### config.mk
export PLATFORM = sky130hd
export DESIGN_NAME = udp_capture_session_fsm
export DESIGN_NICKNAME = d
export VERILOG_FILES = /design/src/sv/ucs_pkg.sv /design/src/sv/udp_capture_session_fsm.sv /design/src/sv/ucs_cfg_regs.sv
export SDC_FILE = /design/constraint.sdc
export NUM_CORES = 1
export LEC_CHECK = 0
export CORE_MARGIN = 2
export CORE_UTILIZATION = 42
export DETAILED_ROUTE_END_ITERATION = 10
export DONT_BUFFER_PORTS = 1
export GPL_TIMING_DRIVEN = 0
export SYNTH_ARGS = -nofsm -noshare
export SYNTH_HDL_FRONTEND = slang
export SYNTH_SLANG_ARGS = --single-unit
### constraint.sdc
create_clock -name clk_i -period 5.1 [get_ports clk_i]
set_input_delay 0.255 -clock clk_i [delete_from_list [all_inputs] [get_ports clk_i]]
set_output_delay 0.255 -clock clk_i [all_outputs]
set_load 0.05 [all_outputs]
### src/sv/ucs_pkg.sv
// ucs_pkg: shared types, codes and reset constants for the scanner session controller.
// No dependencies; imported by ucs_cfg_regs and udp_capture_session_fsm.
`timescale 1ns / 1ps

package ucs_pkg;

  localparam int unsigned AddrW   = 32;
  localparam int unsigned PortW   = 16;
  localparam int unsigned LenW    = 16;
  localparam int unsigned HeadW   = 32;
  localparam int unsigned TicksW  = 16;
  localparam int unsigned CountW  = 31;
  localparam int unsigned CfgIdxW = 2;
  localparam int unsigned CfgDataW = 32;
  localparam int unsigned InDataW  = 96;
  localparam int unsigned OutDataW = 16;

  localparam logic [AddrW-1:0]  RstPeerAddr = 32'hC0A8_017B;
  localparam logic [PortW-1:0]  RstPeerPort = 16'd8020;
  localparam logic [TicksW-1:0] RstAckTimeout = '0;
  localparam logic [CountW-1:0] RstExpected  = '0;
  localparam logic [CountW-1:0] CountMax     = {CountW{1'b1}};

  // Ack datagram: 4-byte payload holding 2 (start) or 3 (stop)
  localparam logic [LenW-1:0]  AckLen       = 16'd4;
  localparam logic [HeadW-1:0] StartAckHead = 32'd2;
  localparam logic [HeadW-1:0] StopAckHead  = 32'd3;

  typedef enum logic [CfgIdxW-1:0] {
    CFG_PEER_ADDR = 2'd0,
    CFG_PEER_PORT = 2'd1,
    CFG_ACK_TMO   = 2'd2,
    CFG_EXPECTED  = 2'd3
  } cfg_idx_e;

  typedef enum logic [1:0] {
    MODE_START = 2'd0,
    MODE_STOP  = 2'd1,
    MODE_DGRAM = 2'd2,
    MODE_TICK  = 2'd3
  } mode_e;

  typedef enum logic [2:0] {
    NOTE_NORMAL     = 3'd0,
    NOTE_IDLE       = 3'd1,
    NOTE_START_ACK  = 3'd2,
    NOTE_UNEXP_START = 3'd3,
    NOTE_STOP_ACK   = 3'd4,
    NOTE_UNEXP_STOP = 3'd5
  } note_e;

  typedef enum logic [1:0] {
    REQ_NONE  = 2'd0,
    REQ_START = 2'd1,
    REQ_STOP  = 2'd2
  } req_e;

  typedef enum logic [1:0] {
    TMO_NONE  = 2'd0,
    TMO_START = 2'd1,
    TMO_STOP  = 2'd2
  } tmo_e;

  typedef struct packed {
    logic [AddrW-1:0]  peer_address;
    logic [PortW-1:0]  peer_port;
    logic [TicksW-1:0] ack_timeout;
    logic [CountW-1:0] expected_packets;
  } cfg_t;

  typedef struct packed {
    logic       deliver;
    note_e      note;
    req_e       send_request;
    tmo_e       timeout_event;
    logic       foreign_sender;
    logic       command_refused;
    logic [1:0] phase;
  } res_t;

endpackage

### src/sv/udp_capture_session_fsm.sv
// udp_capture_session_fsm: top level of the scanner session controller.
// Depends on ucs_pkg and ucs_cfg_regs.
`timescale 1ns / 1ps

// Session controller for a scanner data link. Every input beat (start
// command, stop command, received datagram or one-second tick, selected by
// s_axis_tuser) yields exactly one result beat. The block takes one beat per
// clock: the phase, packet counter and tick counter are updated in the cycle
// the beat is accepted, and the result is held in a single output register.
// s_axis_tready stays high whenever that register is empty or being drained,
// so throughput is one beat per cycle and the result is registered; only
// m_axis_tready low with a full output register stalls the input side.
// Datagrams not from the configured peer address and port are dropped and
// flagged. A 4-byte datagram holding 2 acks a start, holding 3 acks a stop.
// Configuration registers (index 0..3: peer address, peer port, ack timeout
// in ticks, expected packet count) are written through cfg_we_i and should
// only change while no beat is in flight.

module udp_capture_session_fsm (
  input  logic                          clk_i,
  input  logic                          rst_ni,
  // Config write port
  input  logic                          cfg_we_i,
  input  logic [ucs_pkg::CfgIdxW-1:0]   cfg_idx_i,
  input  logic [ucs_pkg::CfgDataW-1:0]  cfg_wdata_i,
  // Input stream
  input  logic                          s_axis_tvalid,
  output logic                          s_axis_tready,
  // tdata: source_address[31:0], source_port[47:32], payload_length[63:48],
  //        payload_head[95:64]
  input  logic [ucs_pkg::InDataW-1:0]   s_axis_tdata,
  // tuser: mode[1:0]
  input  logic [1:0]                    s_axis_tuser,
  // Output stream
  output logic                          m_axis_tvalid,
  input  logic                          m_axis_tready,
  // tdata: deliver[0], note[3:1], send_request[5:4], timeout_event[7:6],
  //        foreign_sender[8], command_refused[9], phase[11:10], zero[15:12]
  output logic [ucs_pkg::OutDataW-1:0]  m_axis_tdata
);
  import ucs_pkg::*;

  typedef enum logic [1:0] {
    PH_IDLE       = 2'd0,
    PH_WAIT_START = 2'd1,
    PH_COLLECT    = 2'd2,
    PH_WAIT_STOP  = 2'd3
  } phase_e;

  cfg_t cfg;

  ucs_cfg_regs u_cfg (
    .clk_i   (clk_i),
    .rst_ni  (rst_ni),
    .we_i    (cfg_we_i),
    .idx_i   (cfg_idx_i),
    .wdata_i (cfg_wdata_i),
    .cfg_o   (cfg)
  );

  // Session state
  phase_e              phase_q, phase_d;
  logic [CountW-1:0]   count_q, count_d;
  logic [TicksW-1:0]   ticks_q, ticks_d;
  // Output register
  logic                out_valid_q;
  res_t                res_q, res_d;

  // Unpack the input beat
  mode_e             mode;
  logic [AddrW-1:0]  src_addr;
  logic [PortW-1:0]  src_port;
  logic [LenW-1:0]   pay_len;
  logic [HeadW-1:0]  pay_head;

  assign mode     = mode_e'(s_axis_tuser);
  assign src_addr = s_axis_tdata[31:0];
  assign src_port = s_axis_tdata[47:32];
  assign pay_len  = s_axis_tdata[63:48];
  assign pay_head = s_axis_tdata[95:64];

  logic in_fire;
  assign s_axis_tready = !out_valid_q || m_axis_tready;
  assign in_fire       = s_axis_tvalid && s_axis_tready;

  logic              peer_ok, start_hit, stop_hit;
  logic [CountW-1:0] count_inc;

  assign peer_ok   = (src_addr == cfg.peer_address) && (src_port == cfg.peer_port);
  assign start_hit = (pay_len == AckLen) && (pay_head == StartAckHead);
  assign stop_hit  = (pay_len == AckLen) && (pay_head == StopAckHead);
  // saturating packet count
  assign count_inc = (count_q == CountMax) ? count_q : count_q + 1'b1;

  always_comb begin
    phase_d = phase_q;
    count_d = count_q;
    ticks_d = ticks_q;
    res_d   = '0;

    unique case (mode)
      MODE_START: begin
        if (phase_q != PH_IDLE) begin
          res_d.command_refused = 1'b1;
        end else begin
          res_d.send_request = REQ_START;
          count_d = '0;
          ticks_d = cfg.ack_timeout;
          phase_d = PH_WAIT_START;
        end
      end
      MODE_STOP: begin
        if (phase_q != PH_COLLECT) begin
          res_d.command_refused = 1'b1;
        end else begin
          res_d.send_request = REQ_STOP;
          ticks_d = cfg.ack_timeout;
          phase_d = PH_WAIT_STOP;
        end
      end
      MODE_DGRAM: begin
        if (!peer_ok) begin
          res_d.foreign_sender = 1'b1;
        end else begin
          res_d.deliver = 1'b1;
          unique case (phase_q)
            PH_IDLE: res_d.note = NOTE_IDLE;
            PH_WAIT_START: begin
              if (start_hit) begin
                res_d.note = NOTE_START_ACK;
                phase_d = PH_COLLECT;
              end else begin
                res_d.note = NOTE_UNEXP_START;
              end
            end
            PH_COLLECT: begin
              res_d.note = NOTE_NORMAL;
              count_d = count_inc;
              if (count_inc >= cfg.expected_packets) begin
                res_d.send_request = REQ_STOP;
                ticks_d = cfg.ack_timeout;
                phase_d = PH_WAIT_STOP;
              end
            end
            PH_WAIT_STOP: begin
              if (stop_hit) begin
                res_d.note = NOTE_STOP_ACK;
                phase_d = PH_IDLE;
              end else begin
                res_d.note = NOTE_UNEXP_STOP;
              end
            end
            default: ;
          endcase
        end
      end
      MODE_TICK: begin
        if (phase_q == PH_WAIT_START || phase_q == PH_WAIT_STOP) begin
          // a timeout of 0 or 1 fires on the first tick
          if (ticks_q <= TicksW'(1)) begin
            res_d.timeout_event = (phase_q == PH_WAIT_START) ? TMO_START : TMO_STOP;
            phase_d = PH_IDLE;
            ticks_d = '0;
          end else begin
            ticks_d = ticks_q - 1'b1;
          end
        end
      end
      default: ;
    endcase

    res_d.phase = phase_d;
  end

  // State and result register; the result is loaded only with an accepted beat
  always_ff @(posedge clk_i or negedge rst_ni) begin
    if (!rst_ni) begin
      phase_q     <= PH_IDLE;
      count_q     <= '0;
      ticks_q     <= '0;
      out_valid_q <= 1'b0;
      res_q       <= '0;
    end else begin
      if (in_fire) begin
        phase_q     <= phase_d;
        count_q     <= count_d;
        ticks_q     <= ticks_d;
        out_valid_q <= 1'b1;
        res_q       <= res_d;
      end else if (m_axis_tready) begin
        out_valid_q <= 1'b0;
      end
    end
  end

  assign m_axis_tvalid = out_valid_q;
  assign m_axis_tdata  = {4'b0000, res_q.phase, res_q.command_refused,
                          res_q.foreign_sender, res_q.timeout_event,
                          res_q.send_request, res_q.note, res_q.deliver};

  // Checks on the held result
  a_tmo_goes_idle: assert property (@(posedge clk_i) disable iff (!rst_ni)
    out_valid_q && (res_q.timeout_event != TMO_NONE) |-> (res_q.phase == PH_IDLE))
    else $error("timeout result must leave the session idle");

  a_foreign_no_deliver: assert property (@(posedge clk_i) disable iff (!rst_ni)
    out_valid_q && res_q.foreign_sender |-> !res_q.deliver && (res_q.note == NOTE_NORMAL))
    else $error("dropped datagram delivered or noted");

  a_req_matches_phase: assert property (@(posedge clk_i) disable iff (!rst_ni)
    out_valid_q && (res_q.send_request != REQ_NONE) |->
      ((res_q.send_request == REQ_START) && (res_q.phase == PH_WAIT_START)) ||
      ((res_q.send_request == REQ_STOP) && (res_q.phase == PH_WAIT_STOP)))
    else $error("request sent without entering its ack wait");

  a_result_tracks_phase: assert property (@(posedge clk_i) disable iff (!rst_ni)
    in_fire |=> (res_q.phase == phase_q))
    else $error("reported phase differs from session phase");

endmodule

### src/sv/ucs_cfg_regs.sv
// ucs_cfg_regs: configuration register bank written through a plain write port.
// Depends on ucs_pkg.
`timescale 1ns / 1ps

module ucs_cfg_regs (
  input  logic                    clk_i,
  input  logic                    rst_ni,
  input  logic                    we_i,
  input  logic [ucs_pkg::CfgIdxW-1:0]  idx_i,
  input  logic [ucs_pkg::CfgDataW-1:0] wdata_i,
  output ucs_pkg::cfg_t           cfg_o
);
  import ucs_pkg::*;

  cfg_t cfg_q;

  always_ff @(posedge clk_i or negedge rst_ni) begin
    if (!rst_ni) begin
      cfg_q.peer_address     <= RstPeerAddr;
      cfg_q.peer_port        <= RstPeerPort;
      cfg_q.ack_timeout      <= RstAckTimeout;
      cfg_q.expected_packets <= RstExpected;
    end else if (we_i) begin
      unique case (cfg_idx_e'(idx_i))
        CFG_PEER_ADDR: cfg_q.peer_address     <= wdata_i[AddrW-1:0];
        CFG_PEER_PORT: cfg_q.peer_port        <= wdata_i[PortW-1:0];
        CFG_ACK_TMO:   cfg_q.ack_timeout      <= wdata_i[TicksW-1:0];
        CFG_EXPECTED:  cfg_q.expected_packets <= wdata_i[CountW-1:0];
        default: ;
      endcase
    end
  end

  assign cfg_o = cfg_q;

endmodule
==> impl_metrics.toml <==
[status]
status = "completed"

[power]
p_comb_share_pct = 22.2
internal_power_w = 0.00258
peakVddDrop_v = 0.000262
p_leak_nw = 4.28
seq_power_share_pct = 44.8
p_per_area_mw_per_mm2 = 369
p_sw_w = 0.00129
swShare_pct = 33.4
clock_power_share_pct = 33.0

[placed_design]
post_dp_cell_area_sq_mm = 0.00949
hpwl_microns = 17700
portBuffers = 0
place_ws_ns = -0.467
place_congestion = 0.829

[route]
drc = 0
drt_wl_total_microns = 24500
top_layer = "met4"
met3_length_microns = 1760
first_pass_iters = 4
routedWlPerCell_microns = 19.9
vias = 7140
wl_met1_microns = 11100
ant_nets = 0
met2WireLength_microns = 11500
vias_per_cell = 5.81
drt_iter0_markers = 412

[critical_path]
critPathLaunchType = "register"
cp-end-kind = "register"
path_max_fanout = 10
worstPathArrival_ns = 5.13
path_class = "reg2reg"
cp_slowest_cell = "or4b_4"
worstPathRequired_ns = 5.44
crit_chain = "clkbuf_1, nand3_1, nor4_4, or4b_4, o21bai_4, nor2_1, xor2_1, ha_1, a211oi_1, nor2_1, o31a_1, o41ai_2, a211oi_2, buf_4, o21ba_1, buf_2, buf_2, o211ai_1"
critPathMaxStageDelay_ns = 0.57

[clock_network]
cts_made_buffers = 17
cts_tree = "yes"
cts_root_buf = "clkbuf_16"
path_clk_slew_ns = 0.07
insertion_delay_ns = 0.43
ctsHtreeMaxLevel = 4
cts.sinks = 155
cts_buffer_depth = 2

[grt]
grt_pass1_wl_microns = 39100
overflow = 0
grt_usage_pct = 22.3
antenna_found_initial = 0
grt_max_degree = 156
grt_pass1_vias = 7263

[hold_path]
min_path_type = "in2reg"

[die]
start_util_pct = 43.2
io_pins = 155
die_h_microns = 151
die_x_microns = 151
die_area_sq_mm = 0.0229
coreArea_sq_mm = 0.0212
row_count = 53

[logic_synthesis]
ys_ff_latch = 155
yosysTopAreaCellShare_pct = 37.0
syn-cell-area_sq_mm = 0.00913
yosys.area_share.adder_pct = 4.66
synth_top_family_by_area = "simple AND/OR/NAND/NOR gates"
synthArstFlopShare_pct = 100
yosysTopAreaCell = "dfrtp_1"
yosysUniqueCellTypes = 64
yosysSeqAreaShare_pct = 42.7
synth-simple-area-share_pct = 13.9
ys_warn_count = 0
synth-edff-count = 0
synthMuxAreaShare_pct = 12.8
synth_area_per_cell_sq_um = 10.4
synth_compound_area_share_pct = 13.9
syn_inst = 882
synth-xor-area-share_pct = 7.38
synth_area_leaders = "dfrtp_1, mux2_2, xnor2_1, dfstp_2, ha_1"
synth-main-ff-cell = "dfrtp_1"

[timing]
finClkSkew_ns = 0.00987
tightest_slew_ns = 0.869
fin_crit_ns = 4.79
rsz0062_at_grt = "no"
setup_viol_count_final = 0
hold_viol_final = 0
timing.final.crit_share_pct = 93.9
worst_slack_ns = 0.309
slew_headroom_pct = 42.0
tns_ns = 0
drv_slew = 0
fmax_mhz = 209

[layout]
syn2layout_area_growth_pct = 14.8
drive_gt1_share_pct = 19.6
ff_latch_area_sq_mm = 0.00390
multi_input_area_sq_mm = 0.00486
diodes = 0
fillers = 1972
design_area_sq_mm = 0.0105
utilization_pct = 49.6
final_net_count = 1112

[job]
drv_cap = 0
[worst paths after layout]
kind	from	endpoint	slack, ns	cells past startpoint
min reg2reg	count_q[16]	count_q[16]	0.50	1
min in group asynchronous	rst_ni	m_axis_tdata[7]	0.45	2
max in group asynchronous	rst_ni	count_q[13]	3.96	2
min	s_axis_tvalid	m_axis_tdata[3]	0.03	2
max	count_q[6]	ticks_q[13]	0.31	18
max reg2reg	count_q[6]	ticks_q[13]	0.31	18
[synth_stat cells, types with 7 or more instances]
library cell / n
a211oi_1: 20
a21oi_1: 43
a31oi_1: 25
and2_1: 7
and3_1: 8
clkbuf_1: 26
dfrtp_1: 135
dfstp_2: 20
ha_1: 34
inv_1: 56
mux2_2: 97
mux2i_1: 8
nand2_1: 56
nand3_1: 27
nand4_1: 27
nor2_1: 26
nor3_1: 12
nor4_1: 14
o211ai_1: 17
o21a_1: 7
o21ai_0: 29
xnor2_1: 66
xor2_1: 11
[routing by layer]
metal	vias up	global-route usage, %
met3	12	5.42
li1	3352	-
met1	3509	30.5
met4	0	3.69
met2	267	36.7
met5	-	0
[power by group through the flow]
| stage | registers [W] | logic (W) | clock network (W) |
|---|---|---|---|
| floorplan | 0.00168 | 0.000648 | 0 |
| global placement | 0.00174 | 0.000777 | 0 |
| detailed placement | 0.00175 | 0.000791 | 0 |
| CTS | 0.00173 | 0.000861 | 0.00130 |
| global route | 0.00176 | 0.000969 | 0.00135 |
| finish | 0.00173 | 0.000858 | 0.00128 |
[flip-flops by register name, summed over array words and instances (netlist names)]
name and cells:
m_axis_tdata 12, u_cfg.cfg_o 95, count_q 31, m_axis_tvalid 1, ticks_q 16
[metrics by stage]
step	hold WS (ns)	cells	total power (W)
2_1_floorplan	-0.0406	885	0.00233
3_3_place_gp	-0.0277	1160	0.00252
3_5_place_dp	-0.0280	1160	0.00254
4_1_cts	0.0130	1228	0.00389
5_1_grt	0.0663	1229	0.00408
6_report	0.0338	1229	0.00387
[critical path, delay by kind of cell, from the launching register on]
family	cells	cell delay (ns)
DFF	1	0.32
xor gates and xnor gates	1	0.16
AOI/OAI and AO/OA	7	1.75
buffers and inverters	4	0.81
adders and majority gates	1	0.30
and+or+nand+nor	5	1.33
[logic make-up (layout without fill, tap and decap cells)]
| family | count (synthesis) | after routing |
|---|---|---|
| xor gates and xnor gates | 77 | 77 |
| AOI/OAI and AO/OA | 188 | 188 |
| muxes | 105 | 105 |
| adders and majority gates | 34 | 34 |
| DFF | 155 | 155 |
| buffers and inverters | 99 | 168 |
| other | 1 | 4 |
| and+or+nand+nor | 223 | 223 |
[placed cells by master, fill, tap and decap left out, drive strengths merged, types with 5 or more instances in the layout]
cell type	n
nand3b	5
and3	8
mux2i	8
a32oi	5
xor2	11
nor3	14
and4	5
nand2b	6
dlygate4sd3	34
buf	20
dfrtp	135
ha	34
mux2	97
o21a	7
dfstp	20
nand4	28
clkbuf	44
a31oi	25
nand3	27
and2	7
o211ai	17
a21oi	43
a22oi	6
nand2	56
a41oi	5
nor4	21
inv	64
xnor2	66
nor2	27
a211oi	20
o21ai	32
[final cells by class]
cell class | instances | area share, %
multi-input combinational | 631 | 46.3
buffer | 43 | 1.90
timing repair buffer | 37 | 3.65
clock buffer | 18 | 4.09
sequential | 155 | 37.2
tap | 275 | 3.28
clock inverter | 14 | 1.48
inverter | 56 | 2.01
[timing repair]
item                                    4_1_cts  5_1_grt
cloned                                        0        0
endpoints found under the hold margin       251        0
setup buffers                                 1        1
gates resized for setup                       2        2
pin swaps                                     1        1
endpoints found under the setup margin       16       16
hold buffers                                 35        0
Note: power is estimated with default switching activity, not from simulation.
